`src/rtl/cpcr_pkg.sv`:
```
// cpcr_pkg: shared types, stage counts and step functions of the circle pair
// collision resolver (signed Q16.16 contact response).
// No dependencies; used by the divider, the output buffer and the top level.
package cpcr_pkg;

  localparam int SqrtSteps = 32;
  localparam int DivSteps  = 17;
  // input, square, sum, root steps, axis setup, divide steps, five math stages
  localparam int NumStages = 3 + SqrtSteps + 1 + DivSteps + 5;
  localparam int LastStage = NumStages - 1;

  localparam logic [16:0] ElasticityReset = 17'd65536;
  localparam logic [16:0] OneQ16          = 17'd65536;
  localparam logic [16:0] HalfQ16         = 17'd32768;

  typedef struct packed {
    logic signed [31:0] ax;
    logic signed [31:0] ay;
    logic signed [31:0] bx;
    logic signed [31:0] by;
    logic signed [31:0] avx;
    logic signed [31:0] avy;
    logic signed [31:0] bvx;
    logic signed [31:0] bvy;
  } item_t;

  typedef struct packed {
    item_t       it;
    logic [32:0] adx;
    logic [32:0] ady;
    logic        sdx;
    logic        sdy;
    logic [31:0] rs;
    logic [30:0] ma;
    logic [30:0] mb;
    logic        pre;
  } s0_t;

  typedef struct packed {
    item_t       it;
    logic [31:0] adx;
    logic [31:0] ady;
    logic        sdx;
    logic        sdy;
    logic [31:0] rs;
    logic [30:0] ma;
    logic [30:0] mb;
    logic        pre;
    logic [63:0] sx;
    logic [63:0] sy;
  } s1_t;

  typedef struct packed {
    item_t       it;
    logic [31:0] adx;
    logic [31:0] ady;
    logic        sdx;
    logic        sdy;
    logic [31:0] rs;
    logic [30:0] ma;
    logic [30:0] mb;
    logic        ok;
    logic [63:0] n;
    logic [34:0] rem;
    logic [31:0] root;
  } sq_t;

  typedef struct packed {
    item_t       it;
    logic        sdx;
    logic        sdy;
    logic        hit;
    logic        zero;
    logic        tzero;
    logic [31:0] pen;
  } hd_t;

  typedef struct packed {
    item_t              it;
    logic               hit;
    logic signed [17:0] ux;
    logic signed [17:0] uy;
    logic [16:0]        sha;
    logic [16:0]        shb;
    logic [31:0]        pen;
    logic signed [32:0] rvx;
    logic signed [32:0] rvy;
  } x1_t;

  typedef struct packed {
    item_t              it;
    logic               hit;
    logic signed [17:0] ux;
    logic signed [17:0] uy;
    logic signed [50:0] px;
    logic signed [50:0] py;
    logic [31:0]        ta;
    logic [31:0]        tb;
    logic [18:0]        ka;
    logic [18:0]        kb;
  } x2_t;

  typedef struct packed {
    item_t              it;
    logic               hit;
    logic signed [17:0] ux;
    logic signed [17:0] uy;
    logic signed [35:0] imp;
    logic [31:0]        ta;
    logic [31:0]        tb;
    logic [18:0]        ka;
    logic [18:0]        kb;
  } x3_t;

  typedef struct packed {
    item_t              it;
    logic               hit;
    logic signed [17:0] ux;
    logic signed [17:0] uy;
    logic signed [39:0] ja;
    logic signed [39:0] jb;
    logic signed [34:0] oax;
    logic signed [34:0] oay;
    logic signed [34:0] obx;
    logic signed [34:0] oby;
  } x4_t;

  typedef struct packed {
    item_t              it;
    logic               hit;
    logic signed [41:0] vax;
    logic signed [41:0] vay;
    logic signed [41:0] vbx;
    logic signed [41:0] vby;
  } x5_t;

  typedef struct packed {
    item_t it;
    logic  hit;
  } res_t;

  function automatic logic signed [31:0] sat32(logic signed [47:0] v);
    logic signed [31:0] r;
    if (v > 48'sd2147483647) begin
      r = 32'sh7fffffff;
    end else if (v < -48'sd2147483648) begin
      r = 32'sh80000000;
    end else begin
      r = v[31:0];
    end
    return r;
  endfunction

  // one result bit of the integer square root, two radicand bits per step
  function automatic sq_t sqrt_step(sq_t s, logic [1:0] pr);
    sq_t         o;
    logic [34:0] rsh;
    logic [34:0] tr;
    o   = s;
    rsh = {s.rem[32:0], pr};
    tr  = {1'b0, s.root, 2'b01};
    if (rsh >= tr) begin
      o.rem  = rsh - tr;
      o.root = {s.root[30:0], 1'b1};
    end else begin
      o.rem  = rsh;
      o.root = {s.root[30:0], 1'b0};
    end
    return o;
  endfunction

  // restoring divide step: returns {quotient bit, new remainder}
  function automatic logic [32:0] div_step(logic [31:0] rem, logic b, logic [31:0] den);
    logic [32:0] tr;
    logic [32:0] diff;
    logic [32:0] r;
    tr   = {rem, b};
    diff = tr - {1'b0, den};
    if (tr >= {1'b0, den}) begin
      r = {1'b1, diff[31:0]};
    end else begin
      r = {1'b0, tr[31:0]};
    end
    return r;
  endfunction

endpackage

```
`src/rtl/cpcr_udiv_pipe.sv`:
```
// cpcr_udiv_pipe: pipelined restoring divider, 48-bit dividend by 32-bit
// divisor, 17 quotient bits, one bit per register stage.
// Depends on cpcr_pkg (div_step, DivSteps).
module cpcr_udiv_pipe (
  input  logic        clk,
  input  logic        en,
  input  logic [47:0] num,
  input  logic [31:0] den,
  output logic [16:0] quo
);

  logic [31:0] rem [cpcr_pkg::DivSteps];
  logic [16:0] lo  [cpcr_pkg::DivSteps];
  logic [31:0] dd  [cpcr_pkg::DivSteps];
  logic [16:0] q   [cpcr_pkg::DivSteps];

  logic [32:0] first;
  assign first = cpcr_pkg::div_step({1'b0, num[47:17]}, num[16], den);

  always_ff @(posedge clk) begin
    if (en) begin
      rem[0] <= first[31:0];
      lo[0]  <= num[16:0];
      dd[0]  <= den;
      q[0]   <= {16'd0, first[32]};
    end
  end

  for (genvar k = 1; k < cpcr_pkg::DivSteps; k++) begin : g_step
    logic [32:0] st;
    assign st = cpcr_pkg::div_step(rem[k-1], lo[k-1][cpcr_pkg::DivSteps-1-k], dd[k-1]);
    always_ff @(posedge clk) begin
      if (en) begin
        rem[k] <= st[31:0];
        lo[k]  <= lo[k-1];
        dd[k]  <= dd[k-1];
        q[k]   <= {q[k-1][15:0], st[32]};
      end
    end
  end

  assign quo = q[cpcr_pkg::DivSteps-1];

endmodule

```
`config.mk`:
```
export PLATFORM = sky130hd
export DESIGN_NAME = cpcr_udiv_pipe
export DESIGN_NICKNAME = d
export VERILOG_FILES = /design/src/rtl/cpcr_pkg.sv /design/src/rtl/cpcr_udiv_pipe.sv
export SDC_FILE = /design/constraint.sdc
export NUM_CORES = 2
export LEC_CHECK = 0
export ABC_AREA = 1
export BUFFER_PORTS_ARGS = -buffer_cell sky130_fd_sc_hd__buf_4
export CORE_MARGIN = 10
export CORE_UTILIZATION = 60
export CTS_BUF_LIST = sky130_fd_sc_hd__clkbuf_8
export CTS_CLUSTER_DIAMETER = 30
export DETAILED_ROUTE_END_ITERATION = 8
export PLACE_DENSITY = 0.76
export SYNTH_ARGS = -nofsm -noshare
export SYNTH_HDL_FRONTEND = slang
export SYNTH_SLANG_ARGS = --single-unit
export TNS_END_PERCENT = 20
```
`constraint.sdc`:
```
create_clock -name clk -period 2.15 [get_ports clk]
set_input_delay 0.1075 -clock clk [delete_from_list [all_inputs] [get_ports clk]]
set_output_delay 0.1075 -clock clk [all_outputs]
set_load 0.05 [all_outputs]
```
==> results.md, run 1 <==
Yosys:
- The synthesized design contains 1313 enable-type register cells.
- After synthesis, the mean cell area works out to 7.57 um^2.
- In this run, synthesis produced a sequential element count of 1313.
- Counting distinct cell types in the post-synthesis netlist gives 42.
- The netlist area before placement is 90100 um^2.
- Among all flip-flop cells after synthesis, the most frequent one is sky130_fd_sc_hd__edfxtp_1.
- Yosys attributes the largest share of cell area to sky130_fd_sc_hd__edfxtp_1 44%, sky130_fd_sc_hd__nand2_1 19%, sky130_fd_sc_hd__inv_1 10%.
- The number of warnings printed during yosys synthesis is 0.
- The register area share after synthesis is 0.438.
- The number of nets handed over by synthesis was 12537.
- Of all flip-flops after synthesis, the portion carrying an async set or reset was 0.
- The post-synthesis cell type with the largest combined area is sky130_fd_sc_hd__edfxtp_1.
- The commonest cells after synthesis are 4577 x sky130_fd_sc_hd__nand2_1, 2466 x sky130_fd_sc_hd__inv_1, 1313 x sky130_fd_sc_hd__edfxtp_1, 897 x sky130_fd_sc_hd__nand3_1, 645 x sky130_fd_sc_hd__nor2_1.
- The most repeated cell in the gate-level netlist after synthesis is sky130_fd_sc_hd__nand2_1.
- Synthesis handed over a netlist of 11895 instances.
- The area share of the leading cell type in the synthesized netlist is 0.438.

Global route:
- The global route total overflow is 55.
- The global router's overall resource usage is 0.660.
- Entering global routing, the biggest net connects 83 pins.

Placement:
- In this run the tool buffered the top-level ports with 98 buffer cells.
- Timing analysis after detailed placement gives a worst setup slack of -0.583 ns.
- The HPWL after detailed placement is 244000 um.
- Routability-driven placement finished with a final weighted congestion of 1.02.

Clock network:
- The maximum level of the CTS H-tree is 5.
- CTS saw 1313 sinks.
- The largest buffer count on any clock path is 4.
- The total clock buffers created by CTS is 300.
- CTS placed an instance of sky130_fd_sc_hd__clkbuf_8 at the clock tree root.

Floorplanning:
- The number of rows in the core area is 142.
- The floorplan die width is 407 um.
- In this run the count of I/O pins placed on the die edge is 99.
- The die extent in y is 407 um.
- The initial utilization of the core area, before any placement, comes to 0.603.

Status:
- The first error in the log reads "[ERROR GRT-0232] Routing congestion too high. Check the congestion heatmap in the GUI".
- The run stopped with a tool error.
- It got as far as global routing and failed there.

STA:
- The pin category terminating the worst setup path after the last repair is a register data pin.
- The end pin of the worst setup path after global-route repair is rem[0][376]$_DFFE_PP_/D.
logic make-up after synthesis:
group	after synthesis	share of synthesized area
AND/OR/NAND/NOR	6768	0.322
buffers and inverters	2630	0.116
flip-flops	1313	0.438
adder cells (fa/ha/maj)	560	0.0791
AO/OA/AOI/OAI	398	0.0230
XOR/XNOR	226	0.0220
metal layers:
metal,GRT overflow,GRT usage
met1,0,0.650
met2,27,0.828
met4,25,0.639
met5,0,0.275
met3,3,0.517
what timing repair did:
item	CTS
gates cloned	25
endpoints found under the hold margin	1311
resized for setup	789
pin swaps	177
hold buffers	157
endpoints found under the setup margin	495
setup buffers	212
through the flow:
stage	TNS (ns)	instances	utilization	cell area (um^2)
detailed placement	-137.15	16235	0.742	111000
floorplan	0	11895	-	90100
CTS	-58.12	17142	0.838	125000
global placement	-121.55	16235	0.742	111000
==> inputs of run 2 (changes only) <==
- CORE_UTILIZATION: 60 -> 40
- CTS_BUF_LIST: sky130_fd_sc_hd__clkbuf_8 -> unset
- CTS_CLUSTER_DIAMETER: 30 -> unset
- PLACE_DENSITY: 0.76 -> unset
- PLACE_DENSITY_LB_ADDON: unset -> 0.15
==> results.md, run 2 <==
Status:
- The flow ran to the end, but the final reports show violations.
- The checks that failed: negative setup slack.

Placement:
- The total half-perimeter wirelength after legalization and detailed placement is 264000 um (+8.4%).
- The last weighted congestion value of the routability-driven placer is 0.959 (-6.2%).
- The number of I/O port buffers is 98 (unchanged).
- The worst slack after detailed placement is -0.725 ns (-0.142 ns).

Yosys:
- The most repeated cell in the gate-level netlist after synthesis is sky130_fd_sc_hd__nand2_1.
- The number of warnings printed during yosys synthesis is 0 (unchanged).
- The count of distinct cell types in the synthesized netlist is 42 (unchanged).
- The post-synthesis average cell area was 7.57 um^2 (unchanged).
- The number of synthesized flops with an enable pin is 1313 (unchanged).
- Yosys attributes the largest share of cell area to sky130_fd_sc_hd__edfxtp_1 44%, sky130_fd_sc_hd__nand2_1 19%, sky130_fd_sc_hd__inv_1 10%.
- The commonest cells after synthesis are 4577 x sky130_fd_sc_hd__nand2_1, 2466 x sky130_fd_sc_hd__inv_1, 1313 x sky130_fd_sc_hd__edfxtp_1, 897 x sky130_fd_sc_hd__nand3_1, 645 x sky130_fd_sc_hd__nor2_1.
- The main flop type after synthesis is sky130_fd_sc_hd__edfxtp_1.
- The register area share after synthesis is 0.438 (unchanged).
- The synthesized design spends more area on one cell type than any other, namely sky130_fd_sc_hd__edfxtp_1.
- The proportion of register bits with asynchronous set or reset after synthesis came to 0 (unchanged).
- The netlist area before placement is 90100 um^2 (unchanged).
- The synthesized netlist net count came to 12537 (unchanged).
- The area share of the leading cell type in the synthesized netlist is 0.438 (unchanged).
- The count of state elements after synthesis is 1313 (unchanged).
- The count of mapped cells out of synthesis came to 11895 (unchanged).

Clock network:
- After clock tree synthesis, the clock-pin slew on the worst setup and hold paths is 0.06 ns.
- The tree is rooted in a sky130_fd_sc_hd__clkbuf_16.
- The largest buffer count on any clock path came to 3 (-1).
- The maximum level of the CTS H-tree was 4 (-1).
- The total clock buffers created by CTS is 153 (-49%).
- The TritonCTS sink count came to 1313 (unchanged).
- The clock latency of the later-clocked register in the worst-skew pair is 0.84 ns.
- The CTS tree is yes.

STA:
- Setup repair after global routing could not meet its margin everywhere.
- For the pin with the worst max-slew slack, the measured transition is 0.573 ns.
- The final total negative setup slack is -63.72 ns.
- Setup violations remaining at the end of the flow were counted as 495.
- For the final database, setup skew stands at 0.0281 ns.
- The maximum clock frequency is 415 MHz.
- The post-layout worst setup margin is -0.258 ns.
- The smallest clock period supported by the final layout is computed as 2.41 ns.
- Of the available clock period, the critical path in the final layout requires 1.12.
- Measured against its own limit, the worst slew margin works out to 0.618.
- The final-report hold violation count came to 0.
- The number of pins exceeding their max-slew limit in the final report came to 0.

Floorplanning:
- The floorplan die width is 495 um (+21%).
- The die extent in y is 495 um (+21%).
- The area inside the core boundary is 224000 um^2.
- The starting utilization of the core area is 0.401 (-0.201).
- The floorplan die area is 245000 um^2.
- The number of top-level pins is 99 (unchanged).
- The number of rows in the core area is 174 (+23%).

Critical path:
- The signal arrival time at the worst endpoint is 2.98 ns.
- The worst flop-to-flop path endpoint is rem[0][176]$_DFFE_PP_.
- In this run the worst setup path begins at rem[0][147]$_DFFE_PP_.
- Along the worst path, the maximum fanout reaches 10.
- STA classifies the critical path startpoint as a register.
- For the worst flop-to-flop path, the logic depth is 12.
- Data on the critical path is required at its endpoint by 2.72 ns.
- The worst setup path endpoint is rem[0][176]$_DFFE_PP_.
- The startpoint of the most critical register-to-register path is rem[0][147]$_DFFE_PP_.
- STA classifies the critical path endpoint as a register.
- The minimum setup slack among reg-to-reg paths is -0.26 ns.
- The setup path with the least slack is of type register to register.

Final layout:
- Measured on the finished design, the core utilization comes to 0.618.
- Leaving out fill and tap cells, the most frequent cells in the layout are 3823 x sky130_fd_sc_hd__nand2_1, 3192 x sky130_fd_sc_hd__buf_4, 2235 x sky130_fd_sc_hd__inv_1.
- The proportion of layout cells with a drive suffix above 1 is 0.380.
- Leaving out fill and tap cells, the most frequent cell in the layout is sky130_fd_sc_hd__nand2_1.
- In the final layout, the registers with the most flip-flops are dd (512), rem (512), q (153).
- The fill cell instance count of the final layout is 19376.
- The sequential cells in the finished layout cover a total of 39400 um^2.
- The area added between synthesis and finish is 54.0%.
- The net count of the finished layout is 16127.
- The multi-input combinational cells in the finished layout cover a total of 51300 um^2.

Pwr:
- The switching power of the nets is 84900 uW.
- Of the total power, registers draw 0.223.
- The worst supply voltage drop on vdd is 0.000924 V.
- The internal power summed over all cells is 112000 uW.
- The analysis attributes to cell leakage a power of 0.0702 uW.
- In this run the power density over the cells is 1420 nW/um^2.
- The share of total power dissipated in the clock network is 0.135.
- The switching part of the total power is 0.432.
- The share of total power in combinational logic is 0.643.

Detailed routing:
- The number of detailed-routing iterations run before antenna repair is 6.
- The number of DRC markers in iteration 0 is 6013.
- The routed wire length per instance is 18.6 um.
- The routed via count is 89194.
- The count of nets left with antenna violations once routing finished came out at 0.
- For this run, design rule violations remaining after detail routing come to 0.
- The via-per-instance ratio is 4.79.
- The total wire length after detailed routing is 346000 um.

Job:
- The number of max-cap violations is 0.

Global route:
- The initial antenna violation count is 4.
- Entering global routing, the biggest net connects 92 pins.
- The first global-routing pass estimated 502000 um of wire.
- The number of global-route vias before repair is 86998.
- The global route total overflow is 0.
- For this run, the total global-route usage over all layers was measured as 0.265.

Hold path:
- The number of cells on the worst hold path is 2.
- The kind of path behind the tightest hold check is input pin to register.
==> run 2: cell counts after synthesis <==
Identical to the previous run, type by type.
==> run 2: worst min path at each step <==
stage | slack, ns | from | end
CTS | 0.0004 | den[28] | dd[0][28]$_DFFE_PP_
global route | 0.03 | den[28] | dd[0][28]$_DFFE_PP_
detailed placement | 0.29 | num[10] | lo[0][10]$_DFFE_PP_
global placement | 0.29 | num[9] | lo[0][9]$_DFFE_PP_
finish | 0.06 | den[28] | dd[0][28]$_DFFE_PP_
floorplan | 0.21 | den[0] | dd[0][0]$_DFFE_PP_
==> run 2: critical path: stages (launching register included) <==
cell and delay [ns]:
sky130_fd_sc_hd__edfxtp_1 0.47, sky130_fd_sc_hd__ha_4 0.34, sky130_fd_sc_hd__nand2_4 0.06, sky130_fd_sc_hd__buf_6 0.12
sky130_fd_sc_hd__nor2_4 0.09, sky130_fd_sc_hd__inv_2 0.06, sky130_fd_sc_hd__nor2_4 0.12, sky130_fd_sc_hd__inv_2 0.06
sky130_fd_sc_hd__nor3_4 0.28, sky130_fd_sc_hd__nand2_8 0.18, sky130_fd_sc_hd__clkbuf_16 0.23, sky130_fd_sc_hd__nand3_2 0.09
sky130_fd_sc_hd__nand2_2 0.07
==> run 2: power groups by stage <==
stage                     Combinational [uW]  Clock [uW]  Sequential [uW]
after global routing                  137000       28100            44100
after detailed placement               98500           0            43000
after CTS                             112000       27100            43200
after floorplan                        51500           0            39800
after global placement                 98000           0            43000
final                                 126000       26400            43800
==> run 2: per-stage QoR <==
step | cells | power (uW) | instance area [um^2] | hold WS [ns]
floorplan | 11895 | 91200 | 90100 | 0.206
global placement | 17515 | 141000 | 114000 | 0.285
detailed placement | 17515 | 141000 | 114000 | 0.287
CTS | 18284 | 183000 | 130000 | 0.000369
global route | 18602 | 209000 | 139000 | 0.0312
finish | 18604 | 197000 | 139000 | 0.0600
==> run 2: per-layer routing <==
| metal | track usage | part of all wire | vias up |
|---|---|---|---|
| met3 | 0.0305 | 0.046 | 672 |
| met2 | 0.474 | 0.50 | 2230 |
| met1 | 0.322 | 0.41 | 41936 |
| met5 | 0 | 0 | - |
| li1 | - | - | 44356 |
| met4 | 0.107 | 0.048 | 0 |
==> run 2: cell families after synthesis <==
kind of cell / synth area share
AOI/OAI and AO/OA: 0.0230
adders and majority gates: 0.0791
DFF: 0.438
buffers and inverters: 0.116
xor gates and xnor gates: 0.0220
and+or+nand+nor: 0.322
==> run 2: repair_timing <==
action | CTS | global route
hold buffers | 114 | 0
buffers inserted | 358 | 284
endpoints found under the hold margin | 248 | 0
gates resized for setup | 1164 | 1380
pin swaps | 294 | 474
endpoints found under the setup margin | 495 | 526
cloned | 24 | 40
==> run 2: cell type report <==
class                      count  share of cell area
sequential                  1313               0.284
multi-input combinational   7964               0.370
tap                         2992              0.0270
timing repair buffer        3569               0.215
clock buffer                 181              0.0290
antenna                        3           0.0000541
clock inverter                98             0.00745
inverter                    2484              0.0673
Note: power is estimated with default switching activity, not from simulation.
