[config.mk]
export PLATFORM = sky130hd
export DESIGN_NAME = cpcr_out_buf
export DESIGN_NICKNAME = d
export VERILOG_FILES = /design/src/rtl/cpcr_pkg.sv /design/src/rtl/cpcr_out_buf.sv
export SDC_FILE = /design/constraint.sdc
export NUM_CORES = 1
export LEC_CHECK = 0
export CORE_AREA = 4 4 265 189
export CTS_BUF_LIST = sky130_fd_sc_hd__clkbuf_2
export DETAILED_ROUTE_END_ITERATION = 6
export DIE_AREA = 0 0 269 193
export DONT_BUFFER_PORTS = 1
export HOLD_SLACK_MARGIN = 0.02
export SLEW_MARGIN = 10
export SYNTH_ARGS = -nofsm -noshare
export SYNTH_HDL_FRONTEND = slang
export SYNTH_SLANG_ARGS = --single-unit
export TNS_END_PERCENT = 50
[constraint.sdc]
create_clock -name clk -period 16.99 [get_ports clk]
set_input_delay 3.398 -clock clk [delete_from_list [all_inputs] [get_ports clk]]
set_output_delay 3.398 -clock clk [all_outputs]
set_load 0.03 [all_outputs]
[src/rtl/cpcr_pkg.sv]
// cpcr_pkg: shared types, stage counts and step functions of the circle pair
// collision resolver (signed Q16.16 contact response).
// No dependencies; used by the divider, the output buffer and the top level.
package cpcr_pkg;

  localparam int SqrtSteps = 32;
  localparam int DivSteps  = 17;
  // input, square, sum, root steps, axis setup, divide steps, five math stages
  localparam int NumStages = 3 + SqrtSteps + 1 + DivSteps + 5;
  localparam int LastStage = NumStages - 1;

  localparam logic [16:0] ElasticityReset = 17'd65536;
  localparam logic [16:0] OneQ16          = 17'd65536;
  localparam logic [16:0] HalfQ16         = 17'd32768;

  typedef struct packed {
    logic signed [31:0] ax;
    logic signed [31:0] ay;
    logic signed [31:0] bx;
    logic signed [31:0] by;
    logic signed [31:0] avx;
    logic signed [31:0] avy;
    logic signed [31:0] bvx;
    logic signed [31:0] bvy;
  } item_t;

  typedef struct packed {
    item_t       it;
    logic [32:0] adx;
    logic [32:0] ady;
    logic        sdx;
    logic        sdy;
    logic [31:0] rs;
    logic [30:0] ma;
    logic [30:0] mb;
    logic        pre;
  } s0_t;

  typedef struct packed {
    item_t       it;
    logic [31:0] adx;
    logic [31:0] ady;
    logic        sdx;
    logic        sdy;
    logic [31:0] rs;
    logic [30:0] ma;
    logic [30:0] mb;
    logic        pre;
    logic [63:0] sx;
    logic [63:0] sy;
  } s1_t;

  typedef struct packed {
    item_t       it;
    logic [31:0] adx;
    logic [31:0] ady;
    logic        sdx;
    logic        sdy;
    logic [31:0] rs;
    logic [30:0] ma;
    logic [30:0] mb;
    logic        ok;
    logic [63:0] n;
    logic [34:0] rem;
    logic [31:0] root;
  } sq_t;

  typedef struct packed {
    item_t       it;
    logic        sdx;
    logic        sdy;
    logic        hit;
    logic        zero;
    logic        tzero;
    logic [31:0] pen;
  } hd_t;

  typedef struct packed {
    item_t              it;
    logic               hit;
    logic signed [17:0] ux;
    logic signed [17:0] uy;
    logic [16:0]        sha;
    logic [16:0]        shb;
    logic [31:0]        pen;
    logic signed [32:0] rvx;
    logic signed [32:0] rvy;
  } x1_t;

  typedef struct packed {
    item_t              it;
    logic               hit;
    logic signed [17:0] ux;
    logic signed [17:0] uy;
    logic signed [50:0] px;
    logic signed [50:0] py;
    logic [31:0]        ta;
    logic [31:0]        tb;
    logic [18:0]        ka;
    logic [18:0]        kb;
  } x2_t;

  typedef struct packed {
    item_t              it;
    logic               hit;
    logic signed [17:0] ux;
    logic signed [17:0] uy;
    logic signed [35:0] imp;
    logic [31:0]        ta;
    logic [31:0]        tb;
    logic [18:0]        ka;
    logic [18:0]        kb;
  } x3_t;

  typedef struct packed {
    item_t              it;
    logic               hit;
    logic signed [17:0] ux;
    logic signed [17:0] uy;
    logic signed [39:0] ja;
    logic signed [39:0] jb;
    logic signed [34:0] oax;
    logic signed [34:0] oay;
    logic signed [34:0] obx;
    logic signed [34:0] oby;
  } x4_t;

  typedef struct packed {
    item_t              it;
    logic               hit;
    logic signed [41:0] vax;
    logic signed [41:0] vay;
    logic signed [41:0] vbx;
    logic signed [41:0] vby;
  } x5_t;

  typedef struct packed {
    item_t it;
    logic  hit;
  } res_t;

  function automatic logic signed [31:0] sat32(logic signed [47:0] v);
    logic signed [31:0] r;
    if (v > 48'sd2147483647) begin
      r = 32'sh7fffffff;
    end else if (v < -48'sd2147483648) begin
      r = 32'sh80000000;
    end else begin
      r = v[31:0];
    end
    return r;
  endfunction

  // one result bit of the integer square root, two radicand bits per step
  function automatic sq_t sqrt_step(sq_t s, logic [1:0] pr);
    sq_t         o;
    logic [34:0] rsh;
    logic [34:0] tr;
    o   = s;
    rsh = {s.rem[32:0], pr};
    tr  = {1'b0, s.root, 2'b01};
    if (rsh >= tr) begin
      o.rem  = rsh - tr;
      o.root = {s.root[30:0], 1'b1};
    end else begin
      o.rem  = rsh;
      o.root = {s.root[30:0], 1'b0};
    end
    return o;
  endfunction

  // restoring divide step: returns {quotient bit, new remainder}
  function automatic logic [32:0] div_step(logic [31:0] rem, logic b, logic [31:0] den);
    logic [32:0] tr;
    logic [32:0] diff;
    logic [32:0] r;
    tr   = {rem, b};
    diff = tr - {1'b0, den};
    if (tr >= {1'b0, den}) begin
      r = {1'b1, diff[31:0]};
    end else begin
      r = {1'b0, tr[31:0]};
    end
    return r;
  endfunction

endpackage

[src/rtl/cpcr_out_buf.sv]
// cpcr_out_buf: two-entry result buffer between the pipeline and the result
// channel, so the pipeline keeps moving while one result waits.
// Depends on cpcr_pkg (res_t).
module cpcr_out_buf (
  input  logic           clk,
  input  logic           rst,
  input  logic           push,
  input  cpcr_pkg::res_t push_data,
  input  logic           pop,
  output logic           full,
  output logic           valid,
  output cpcr_pkg::res_t data
);

  cpcr_pkg::res_t mem [2];
  logic [1:0]     count;
  logic           head;

  always_ff @(posedge clk) begin
    if (rst) begin
      count <= 2'd0;
      head  <= 1'b0;
    end else begin
      case ({push, pop})
        2'b10:   count <= count + 2'd1;
        2'b01:   count <= count - 2'd1;
        default: count <= count;
      endcase
      if (pop) begin
        head <= ~head;
      end
    end
  end

  always_ff @(posedge clk) begin
    if (push) begin
      mem[head ^ count[0]] <= push_data;
    end
  end

  assign full  = count[1];
  assign valid = (count != 2'd0);
  assign data  = mem[head];

endmodule

# Yosys cells after proc, flatten, opt, wreduce, memory -nomap -nowiden
# Memories as Yosys holds them, arrays and structs flattened. A register that Yosys moved wholly into a read port is not among the register bits.
# Cells that the tools add are included.
# totals
register_bits	3
ram_bits	514
in_bits	261
out_inout_bits	259
memories	1
# op_classes
n_addsub	2
eq_ne	2
muxes	5
bitwise_logic	2
reduce_logical	2
# memory_table
memory	words	width	read_ports	rd_clocked_by_memory_dff	write_ports	line	text
mem	2	257	1	1	1	cpcr_out_buf.sv:15	cpcr_pkg::res_t mem [2];
# ops
op	count
1-bit two-way mux	4
2-bit one-hot mux with 2 select lines	1
2-bit nonzero test	2
2-bit by 1-bit adder with 2-bit output (second input constant)	1
2-bit by 1-bit equality test with 1-bit output (second input constant)	1
2-bit equality test (second input constant)	1
2-bit by 1-bit subtractor with 2-bit output (second input constant)	1
1-bit inverter	1
1-bit XOR	1

# Depth between registers and ports, before layout
# Gate-level depths: netlist (run 1).
# depth
ltp_word	3
depth_mapped	5

# Worst setup path before layout (run 1)
# No wires, ideal clock.
# synth_path
path_type	input to register
start	input port push
end	memory mem[0][0] (netlist bit) (enable)
setup_time_ns	0.879
arrival_time_ns	14.019
required_time_ns	16.111
setup_slack_ns	2.092
stages	2
n_path_buf	0
cell_sequence	inv_1 -> nor2_1
# synth_via
elab_chain_len	2
# synth_lines
element	line	text
from (decl)	cpcr_out_buf.sv:7	input logic push,
1-bit two-way mux	cpcr_out_buf.sv:36	if (push) begin
1-bit two-way mux (implied by the code)	cpcr_out_buf.sv:37	mem[head ^ count[0]] <= push_data;
to (decl)	cpcr_out_buf.sv:15	
# No other way between the ends.

==> summary.md, run 1 <==
| Metric | Value |
|---|---|
| Weighted congestion at the end of routability-driven global placement | `0.841` |
| Critical Path, Cell by Cell | `buf_4, buf_4, mux2_2` |
| LEAKAGE | `slightly below 7 nW` |
| Share of the synthesized area in the top cell type | `82.0%` |
| Total number of vias | `between 7000 and 8000` |
| Outcome | `complete, no violations` |
| Largest net degree at the start of global routing | `80` |
| Top cell family by delay on the critical path | `buffers and inverters` |
| Startpoint type of the worst setup path | `flip-flop` |
| Final total power | `roughly 0.0028 W` |
| Switching component of the power | `a little over 0.0008 W` |
| Crit-path slowest cell | `buf_4` |
| Hold buffer count at cts | `0` |
| Synth-to-Final Area Change | `8.66%` |
| Antenna violations before repair | `3` |
| Cell type contributing the most total cell area after synthesis | `edfxtp_1` |
| Buffer depth of the longest clock path | `3` |
| Number of endpoints failing setup at the final stage | `0` |
| Clock latency on the worst-skew pair | `1110 ps` |
| Yosys reg bits | `between 500 and 600` |
| Worst min-delay path category | `flip-flop to flip-flop` |
| X dimension of the die | `around 270 microns` |
| Final layout net count | `between 1000 and 1500` |
| Max cap viols | `0` |
| H-Tree Level Count | `3` |
| Synthesized cell area | `roughly 0.019 sq mm` |
| Number of pins exceeding their max-slew limit in the final report | `0` |
| Initial DRT Pass Iterations | `4` |
| Area of the die | `approximately 0.052 sq mm` |
| Worst ir drop on vdd | `between 70 and 80 uV` |
| Final Routed Wirelength | `38.5 mm` |
| Initial cell density of the core | `roughly two fifths` |
| Hold Crit Depth | `2` |
| Final worst setup slack | `roughly 9600 ps` |
| Cell count of the worst reg-to-reg path | `4` |
| Internal Power | `roughly 0.0020 W` |
| Wirelength per Cell | `roughly 24 microns` |
| Distinct cell type count of the synthesized netlist | `15` |
| Number of clock buffers inserted by TritonCTS | `between 100 and 150` |
| Count of warnings emitted by yosys | `0` |
| Most repeated library cell on the critical path | `buf_4` |
| Setup repair after global routing missed its margin | `no` |
| Number of instances in the synthesized netlist | `approximately 820` |
| Core region area | `~0.048 sq mm` |
| GR Util All Layers | `14.0%` |
| Area after DPL | `just under 0.02 sq mm` |
| Register area share after synthesis | `a little over 80%` |
| Pre-CTS setup slack | `10610 ps` |
| Clock period minus final worst setup slack | `roughly 7400 ps` |
| Global-route wire length before repair | `53.6 mm` |
| Worst Path Required | `between 10000 and 15000 ps` |
| Worst max-slew margin expressed relative to the limit | `between 20% and 30%` |
| Number of nets with antenna violations after detailed routing | `0` |
| Post-CTS Setup Bufs | `0` |
| Worst-path maximum fanout | `roughly 70` |
| Endpoint class of the critical path | `primary output` |
| Die Height | `around 190 microns` |
| Part of the total power dissipated in sequential elements | `57.5%` |
| Maximum clock frequency | `approximately 0.13 GHz` |
| Bufs and invs on worst path | `2` |
| CP Depth | `3` |
| Area of all placed cells without fillers | `slightly above 0.02 sq mm` |
| CTS root buf | `clkbuf_2` |
| CTS tree | `done` |
| DR vias/cell | `around 4.9` |
| Slowest cell delay on critical path | `between 800 and 900 ps` |
| Top library cells by usage in the layout, fill and taps aside | `edfxtp_1, mux2_2, clkbuf_2` |
| Synth area leaders | `edfxtp_1, mux2_2, buf_6` |
| Power density of the placed cells | `about 140 mW/mm^2` |
| Number of hold violations in the final report | `0` |
| Clock network fraction of total power | `between 20% and 30%` |
| Port Buffers | `0` |
| Number of nets produced by synthesis | `around 1100` |
| Vias in the first global route | `approximately 8500` |
| Type of the worst setup path | `flip-flop to primary output` |
| Count of standard-cell rows | `67` |
| Gr ovfl total | `0` |
| Switch share | `roughly 29%` |
| Number of sinks on the clock net | `roughly 520` |
| Synthesized area per cell | `~23 sq um` |
| Worst clock skew | `about 47 ps` |
| Share of total power in combinational logic | `~15%` |
| Remaining routing DRC violations | `0` |
| Transition time at the pin with the least slew margin | `1050 ps` |
| Most common cell after layout, fill and taps aside | `edfxtp_1` |
| Clock-pin transition on the worst setup and hold timing paths | `90 ps` |
| IO Pins | `520` |
| Fin crit share | `a little over two fifths` |
| Fraction of layout cells with a size suffix above 1 | `45.5%` |
| Setup TNS | `0 ps` |
| Cells resized by post-CTS repair | `0` |
| Drt initial violations | `about 410` |
| Critical Path AT | `approximately 4000 ps` |
[path summary, 6_finish.rpt]
check,start,end,slack (ps)
worst min-delay path,head,flip-flop,560
worst max-delay path,flip-flop,data[193],9560
worst min register to register,head,flip-flop,560
worst max register to register,count[0],mem[1][217],13380
[cell families (layout without fill, tap and decap cells)]
kind of cell	after synthesis	in the layout	synth area share, %
AO/OA/AOI/OAI	2	2	0.0532
XOR/XNOR	4	4	0.186
adder cells (fa/ha/maj)	1	1	0.0665
buffers and inverters	30	216	1.66
flip-flops	518	518	82.5
multiplexers	257	257	15.4
other	0	6	0
AND/OR/NAND/NOR	7	7	0.180
[worst min-delay path, delay by kind of cell, from the launching register on]
kind / cells / cell delay (ps)
xor gates and xnor gates: 1 / 100
and+or+nand+nor: 1 / 70
DFF: 1 / 360
[registers in the layout (all words and copies together) (netlist names), named ones only]
register,count
mem,514
count,2
head,1
[area by class of cell]
cell class,instances,area [sq um]
flip-flops and latches,518,15500
clock inverters,31,185
fillers,4154,27100
inverters,1,3.75
repair buffers,10,75.1
diodes,6,15.0
multi-input cells,271,3000
clock buffers,174,871
well taps,621,777
[Yosys cell counts]
cell type,count
edfxtp_1,514
mux2_2,257
buf_6,26
dfxtp_1,4
nor2_1,4
buf_2,3
xnor2_1,2
xor2_1,2
a21oi_1,1
and2_1,1
ha_1,1
inv_1,1
o21ai_0,1
or2_2,1
or3_1,1
[stage by stage]
stage | hold WS [ps] | std cells | utilization [%]
floorplan | 521 | 819 | -
global placement | 542 | 1421 | 40.8
detailed placement | 546 | 1421 | 40.8
CTS | 570 | 1626 | 43.0
global route | 623 | 1632 | 43.0
finish | 563 | 1632 | 43.0
[power by group through the flow]
stage	Sequential, W	Combinational, W	Clock (W)
after floorplan	0.00166	0.000377	0
after global placement	0.00163	0.000431	0
after detailed placement	0.00163	0.000431	0
after CTS	0.00160	0.000432	0.000800
after global routing	0.00161	0.000445	0.000873
final	0.00160	0.000424	0.000759
[per-layer routing]
| metal | wire length (microns) | track usage (%) | vias to the layer above |
|---|---|---|---|
| met3 | 5340 | 9.46 | 53 |
| met5 | 13 | 0 | - |
| li1 | - | - | 3548 |
| met4 | 614 | 4.54 | 2 |
| met2 | 19200 | 22.8 | 381 |
| met1 | 13400 | 14.7 | 4007 |
Power figures use the tool's default switching activity.
==> inputs of run 2 (changes only) <==
--- a/config.mk
+++ b/config.mk
@@ -5,10 +5,11 @@
 export SDC_FILE = /design/constraint.sdc
 export NUM_CORES = 1
 export LEC_CHECK = 0
-export CORE_AREA = 4 4 265 189
+export ABC_AREA = 1
+export CORE_AREA = 4 4 271 193
 export CTS_BUF_LIST = sky130_fd_sc_hd__clkbuf_2
 export DETAILED_ROUTE_END_ITERATION = 6
-export DIE_AREA = 0 0 269 193
+export DIE_AREA = 0 0 275 197
 export DONT_BUFFER_PORTS = 1
 export HOLD_SLACK_MARGIN = 0.02
 export SLEW_MARGIN = 10
==> constraint.sdc (replaced) <==
create_clock -name clk -period 7.5 [get_ports clk]
set_input_delay 1.5 -clock clk [delete_from_list [all_inputs] [get_ports clk]]
set_output_delay 1.5 -clock clk [all_outputs]
set_load 0.03 [all_outputs]
==> summary.md, run 2 <==
| Metric | Value |
|---|---|
| Total number of vias | `7991 (unchanged)` |
| Final layout net count | `1187 (+0.59%)` |
| Startpoint type of the worst setup path | `flip-flop` |
| Most instantiated library cell after synthesis | `edfxtp_1` |
| Clock-pin transition on the worst setup and hold timing paths | `110 ps (+20 ps)` |
| Worst ir drop on vdd | `164 uV (+110%)` |
| CTS root buf | `clkbuf_2` |
| Worst min-delay path category | `primary input to flip-flop` |
| Synthesized cell area | `0.0198 sq mm (+5.0%)` |
| Antenna violations before repair | `3 (unchanged)` |
| Number of clock buffers inserted by TritonCTS | `118 (+1.7%)` |
| Synthesized area per cell | `23.9 sq um (+3.9%)` |
| Number of endpoints failing setup at the final stage | `0 (unchanged)` |
| List of most frequent post-synthesis cells | `edfxtp_1, mux2_4, mux2_2` |
| Number of hold violations in the final report | `0 (unchanged)` |
| Endpoint class of the critical path | `primary output` |
| Number of instances in the synthesized netlist | `828 (+1.1%)` |
| CTS tree | `done` |
| Number of flip-flops under the largest register name | `514 (unchanged)` |
| Outcome | `complete, no violations` |
| Internal Power | `0.00451 W (+130%)` |
| Switching component of the power | `0.00183 W (+120%)` |
| Share of the synthesized area in the top cell type | `78.1% (-3.9 points)` |
| EDFF count, synth | `514 (unchanged)` |
| Synth area leaders | `edfxtp_1, mux2_4, mux2_2` |
| Clock period minus final worst setup slack | `~4400 ps` |
| Final Routed Wirelength | `38.2 mm (-0.91%)` |
| Number of sinks on the clock net | `518 (unchanged)` |
| Vias in the first global route | `8477 (-0.12%)` |
| Most common cell after layout, fill and taps aside | `edfxtp_1` |
| Transition time at the pin with the least slew margin | `1260 ps (+200 ps)` |
| Cell type contributing the most total cell area after synthesis | `edfxtp_1` |
| Area of the die | `0.0542 sq mm (+4.3%)` |
| Weighted congestion at the end of routability-driven global placement | `0.728 (-13%)` |
| Gr ovfl total | `0 (unchanged)` |
| Core region area | `0.0493 sq mm (+3.8%)` |
| Distinct cell type count of the synthesized netlist | `19 (+4)` |
| DR vias/cell | `4.76 (-2.7%)` |
| IO Pins | `520 (unchanged)` |
| Largest net degree at the start of global routing | `162 (+100%)` |
| Worst Path Required | `6000 ps (-7590 ps)` |
| Area after DPL | `0.0203 sq mm (+5.0%)` |
| Power density of the placed cells | `296 mW/mm^2 (+120%)` |
| Number of nets with antenna violations after detailed routing | `0 (unchanged)` |
| Fin crit share | `58.2%` |
| Count of standard-cell rows | `68 (+1.5%)` |
| Register area share after synthesis | `78.5% (-3.9 points)` |
| Post-detailed-placement half-perimeter wirelength | `about 25 mm` |
| Number of nets produced by synthesis | `1090 (+0.83%)` |
| Crit-path slowest cell | `buf_12` |
| Cells resized by post-CTS repair | `0 (unchanged)` |
| Leading register cell type out of synthesis | `edfxtp_1` |
| Max cap viols | `0 (unchanged)` |
| Share of total power in combinational logic | `16.3% (+1.1 points)` |
| Fraction of layout cells with a size suffix above 1 | `43.9% (-1.6 points)` |
| Die Height | `197 microns (+2.1%)` |
| Area taken by flip-flops and latches | `0.0155 sq mm (unchanged)` |
| WHS | `480 ps (-83.0 ps)` |
| Worst clock skew | `65.1 ps (+18.1 ps)` |
| Setup repair after global routing missed its margin | `no` |
| Part of the total power dissipated in sequential elements | `56.1% (-1.4 points)` |
| X dimension of the die | `275 microns (+2.2%)` |
| Worst-path maximum fanout | `133 (+87%)` |
| Maximum clock frequency | `roughly 0.23 GHz` |
| Drt initial violations | `409 (+0.99%)` |
| H-Tree Level Count | `3 (unchanged)` |
| Post-CTS Setup Bufs | `0 (unchanged)` |
| Remaining routing DRC violations | `0 (unchanged)` |
| Port Buffers | `0 (unchanged)` |
| Initial cell density of the core | `40.0% (+0.46 points)` |
| Slowest cell delay on critical path | `540 ps (-280 ps)` |
| Area of all placed cells without fillers | `0.0214 sq mm (+4.8%)` |
| Synth-to-Final Area Change | `8.44%` |
| Switch share | `28.8% (-0.62 points)` |
| Top library cells by usage in the layout, fill and taps aside | `edfxtp_1, mux2_4, clkbuf_2` |
| Wirelength per Cell | `22.8 microns (-3.6%)` |
| Type of the worst setup path | `flip-flop to primary output` |
| Critical Path AT | `2870 ps (-1160 ps)` |
| Number of pins exceeding their max-slew limit in the final report | `0 (unchanged)` |
| Count of warnings emitted by yosys | `0 (unchanged)` |
| Footprint of the multi-input gates | `0.00387 sq mm (+29%)` |
| Initial DRT Pass Iterations | `4 (unchanged)` |
| Global-route wire length before repair | `54.1 mm (+1.0%)` |
| Clock latency on the worst-skew pair | `1100 ps (about the same)` |
| Worst max-slew margin expressed relative to the limit | `16.3% (-13 points)` |
| Yosys reg bits | `518 (unchanged)` |
| GR Util All Layers | `13.5% (-0.50 points)` |
| Hold buffer count at cts | `0 (unchanged)` |
| Buffer depth of the longest clock path | `3 (unchanged)` |
| Clock network fraction of total power | `27.6% (+0.3 points)` |
| LEAKAGE | `7.61 nW (+13%)` |
| Critical Path, Cell by Cell | `buf_12, mux2_2` |
| Number of filler instances in the final layout | `4296 (+3.4%)` |
| Share of flip-flops with an asynchronous set or reset after synthesis | `0% (unchanged)` |
==> run 2: power by group through the flow <==
| stage | registers, W | clock network (W) | logic (W) |
|---|---|---|---|
| after floorplan | 0.00366 | 0 | 0.000916 |
| after global placement | 0.00361 | 0 | 0.00106 |
| after detailed placement | 0.00363 | 0 | 0.00106 |
| after CTS | 0.00356 | 0.00185 | 0.00106 |
| after global routing | 0.00358 | 0.00202 | 0.00108 |
| final | 0.00356 | 0.00175 | 0.00103 |
==> run 2: cells by family (layout without fill, tap and decap cells) <==
logic type	count (synthesis)	count (layout)	synth area share, %
mux	257	257	19.0
fa+ha+maj	1	1	0.0633
flops	518	518	78.5
simple gates	14	14	0.304
buf+inv	34	216	1.94
other cells	0	3	0
xor+xnor	2	2	0.0887
compound gates	2	2	0.0506
==> run 2: critical path, delay by kind of cell, from the launching register on <==
family | cells | cell delay [ps]
buffers and inverters | 1 | 540
multiplexers | 1 | 520
flip-flops | 1 | 390
==> run 2: cell type report <==
class                           instances  share of cell area [%]
Clock buffer                          161                    3.76
Antenna cell                            3                  0.0350
Multi-Input combinational cell        276                    18.1
Clock inverter                         44                    1.30
Timing Repair Buffer                    6                   0.444
Inverter                                5                  0.0876
Sequential cell                       518                    72.4
Tap cell                              665                    3.88
==> run 2: final timing paths <==
| check | from | depth (start not counted) | endpoint | slack, ps |
|---|---|---|---|---|
| setup / recovery | flip-flop | 2 | data[1] | 3130 |
| hold / removal | push_data[159] | 0 | mem[1][159] | 480 |
| setup reg to reg | count[0] | 3 | mem[0][93] | 4760 |
| hold reg to reg | count[0] | 2 | count[0] | 570 |
==> run 2: stage by stage <==
step / instances / TNS, ps / utilization (%) / power, W / worst slack, ps
floorplan: 828 / -107950 / - / 0.00458 / -420
global placement: 1470 / 0 / 41.2 / 0.00467 / 3790
detailed placement: 1470 / 0 / 41.2 / 0.00468 / 3770
CTS: 1675 / 0 / 43.4 / 0.00647 / 3020
global route: 1678 / 0 / 43.4 / 0.00669 / 2840
finish: 1678 / 0 / 43.4 / 0.00634 / 3130
==> run 2: per-layer routing <==
layer  up-vias  part of all wire, %  GRT usage [%]
li1       3560                    -              -
met1      4004                   33           13.2
met2       360                   50           22.6
met3        65                   14           9.63
met4         2                  2.1           4.72
met5         -                0.034              0
==> inputs of run 3 (changes only) <==
==> constraint.sdc (replaced) <==
create_clock -name clk -period 3.6 [get_ports clk]
set_input_delay 0.72 -clock clk [delete_from_list [all_inputs] [get_ports clk]]
set_output_delay 0.72 -clock clk [all_outputs]
set_load 0.03 [all_outputs]
==> summary.md, run 3 (same netlist as run 2, synthesis figures left out) <==
| Metric | Value |
|---|---|
| Outcome | `complete, no violations` |
| Max cap viols | `0 (unchanged)` |
| Post-detailed-placement half-perimeter wirelength | `27.8 mm (+12%)` |
| Worst ir drop on vdd | `356 uV (+120%)` |
| Footprint of the multi-input gates | `0.00387 sq mm (unchanged)` |
| Maximum clock frequency | `~0.3 GHz` |
| Clock period minus final worst setup slack | `about 3300 ps` |
| Startpoint type of the worst setup path | `flip-flop` |
| Worst Path Required | `2880 ps (-3120 ps)` |
| Fin crit share | `between 90% and 100%` |
| Final layout net count | `1458 (+23%)` |
| Worst min-delay path category | `primary input to flip-flop` |
| Critical Path AT | `2610 ps (-260 ps)` |
| H-Tree Level Count | `3 (unchanged)` |
| Number of pins exceeding their max-slew limit in the final report | `0 (unchanged)` |
| Global-route wire length before repair | `60.4 mm (+12%)` |
| WHS | `343 ps (-137 ps)` |
| Worst-path maximum fanout | `73 (-45%)` |
| Crit-path slowest cell | `dfxtp_4` |
| Wirelength per Cell | `21.8 microns (-4.3%)` |
| Gr ovfl total | `0 (unchanged)` |
| Buffer depth of the longest clock path | `3 (unchanged)` |
| Critical Path, Cell by Cell | `buf_16, mux2_4` |
| Most common cell after layout, fill and taps aside | `edfxtp_1` |
| Core region area | `0.0493 sq mm (unchanged)` |
| Vias in the first global route | `9845 (+16%)` |
| Number of flip-flops under the largest register name | `514 (unchanged)` |
| Number of nets with antenna violations after detailed routing | `0 (unchanged)` |
| Area taken by flip-flops and latches | `0.0155 sq mm (unchanged)` |
| Fraction of layout cells with a size suffix above 1 | `35.6% (-8.3 points)` |
| Total number of vias | `9005 (+13%)` |
| Largest net degree at the start of global routing | `96 (-41%)` |
| Clock-pin transition on the worst setup and hold timing paths | `120 ps (about the same)` |
| Number of filler instances in the final layout | `4103 (-4.5%)` |
| Die Height | `197 microns (unchanged)` |
| LEAKAGE | `8.74 nW (+15%)` |
| Setup repair after global routing missed its margin | `yes` |
| CTS tree | `done` |
| Worst max-slew margin expressed relative to the limit | `54.7% (+38 points)` |
| Setup TNS | `0 ps (unchanged)` |
| Transition time at the pin with the least slew margin | `680 ps (-575 ps)` |
| IO Pins | `520 (unchanged)` |
| Slowest cell delay on critical path | `610 ps (+70 ps)` |
| Number of clock buffers inserted by TritonCTS | `116 (-1.7%)` |
| GR Util All Layers | `14.9% (+1.4 points)` |
| DR vias/cell | `4.63 (-2.7%)` |
| Type of the worst setup path | `flip-flop to primary output` |
| X dimension of the die | `275 microns (unchanged)` |
| Number of endpoints failing setup at the final stage | `0 (unchanged)` |
| Power density of the placed cells | `553 mW/mm^2 (+87%)` |
| Final total power | `0.0133 W (+110%)` |
| Count of standard-cell rows | `68 (unchanged)` |
| CTS root buf | `clkbuf_2` |
| Area of the die | `0.0542 sq mm (unchanged)` |
| Weighted congestion at the end of routability-driven global placement | `0.781 (+7.3%)` |
| Number of sinks on the clock net | `518 (unchanged)` |
| Remaining routing DRC violations | `0 (unchanged)` |
| Final Routed Wirelength | `42.3 mm (+11%)` |
| Top library cells by usage in the layout, fill and taps aside | `edfxtp_1, dlygate4sd3_1, mux2_4` |
| Initial cell density of the core | `40.0% (unchanged)` |
| Synth-to-Final Area Change | `22.1%` |
| Post-CTS Setup Bufs | `0 (unchanged)` |
| Port Buffers | `0 (unchanged)` |
| Antenna violations before repair | `1 (-2)` |
| Initial DRT Pass Iterations | `4 (unchanged)` |
| Clock latency on the worst-skew pair | `1010 ps (-90 ps)` |
| Endpoint class of the critical path | `primary output` |
| Drt initial violations | `398 (-2.7%)` |
| Number of hold violations in the final report | `0 (unchanged)` |
| Worst clock skew | `66.7 ps (+1.58 ps)` |
[run 3: cell count changes in the layout (fill, tap and decap cells not counted), moves of 3 or more]
cell / before / now
clkinv_1: 29 / 25
buf_12: 4 / 8
clkbuf_2: 161 / 165
buf_4: 2 / 9
dlygate4sd3_1: 0 / 261
clkinv_2: 7 / 3
inv_6: 4 / 1
[run 3: per-layer routing]
| metal | wire [microns] | part of all wire, % | global-route usage, % |
|---|---|---|---|
| met1 | 15200 | 36 | 15.9 |
| met2 | 22200 | 52 | 26.3 |
| met3 | 3920 | 9.3 | 6.61 |
| met4 | 988 | 2.3 | 5.63 |
| met5 | 0 | 0 | 0 |
[run 3: what timing repair did]
item                                   4_1_cts  5_1_grt
resized for setup                            1        0
endpoints found under the hold margin      558        0
hold buffers                               261        0
setup endpoints to repair                   22       38
[run 3: power breakdown]
part	switching, W	internal (W)
clock	0.00215	0.00130
combinational	0.00158	0.000876
sequential	0.000158	0.00728
[run 3: layout make-up]
class | count | share of cell area (%)
Timing Repair Buffer | 279 | 11.9
Tap cell | 665 | 3.45
Clock buffer | 165 | 3.42
Multi-Input combinational cell | 276 | 16.0
Antenna cell | 1 | 0.0104
Clock inverter | 34 | 0.726
Inverter | 5 | 0.130
Sequential cell | 518 | 64.3
[run 3: worst paths after layout]
path,from,endpoint,slack [ps],cells past startpoint
worst min-delay path,push_data[250],mem[0][250],340,1
worst min register to register,head,head,570,2
worst max register to register,count[0],mem[1][57],1470,3
worst max-delay path,flip-flop,data[27],270,2
[run 3: critical path: cells and delay by family (launching register included)]
family	cells	cell delay, ps
flops	1	610
buf+inv	1	390
mux	1	410
[run 3: per-stage QoR]
step,setup WS [ps],instance area [sq um],util [%],std cells
floorplan,-1330,19800,-,828
global route,-27.0,24100,48.9,1943
CTS,20.7,24100,48.9,1942
finish,268,24100,48.9,1943
global placement,1330,20500,41.5,1482
detailed placement,1290,20500,41.5,1482
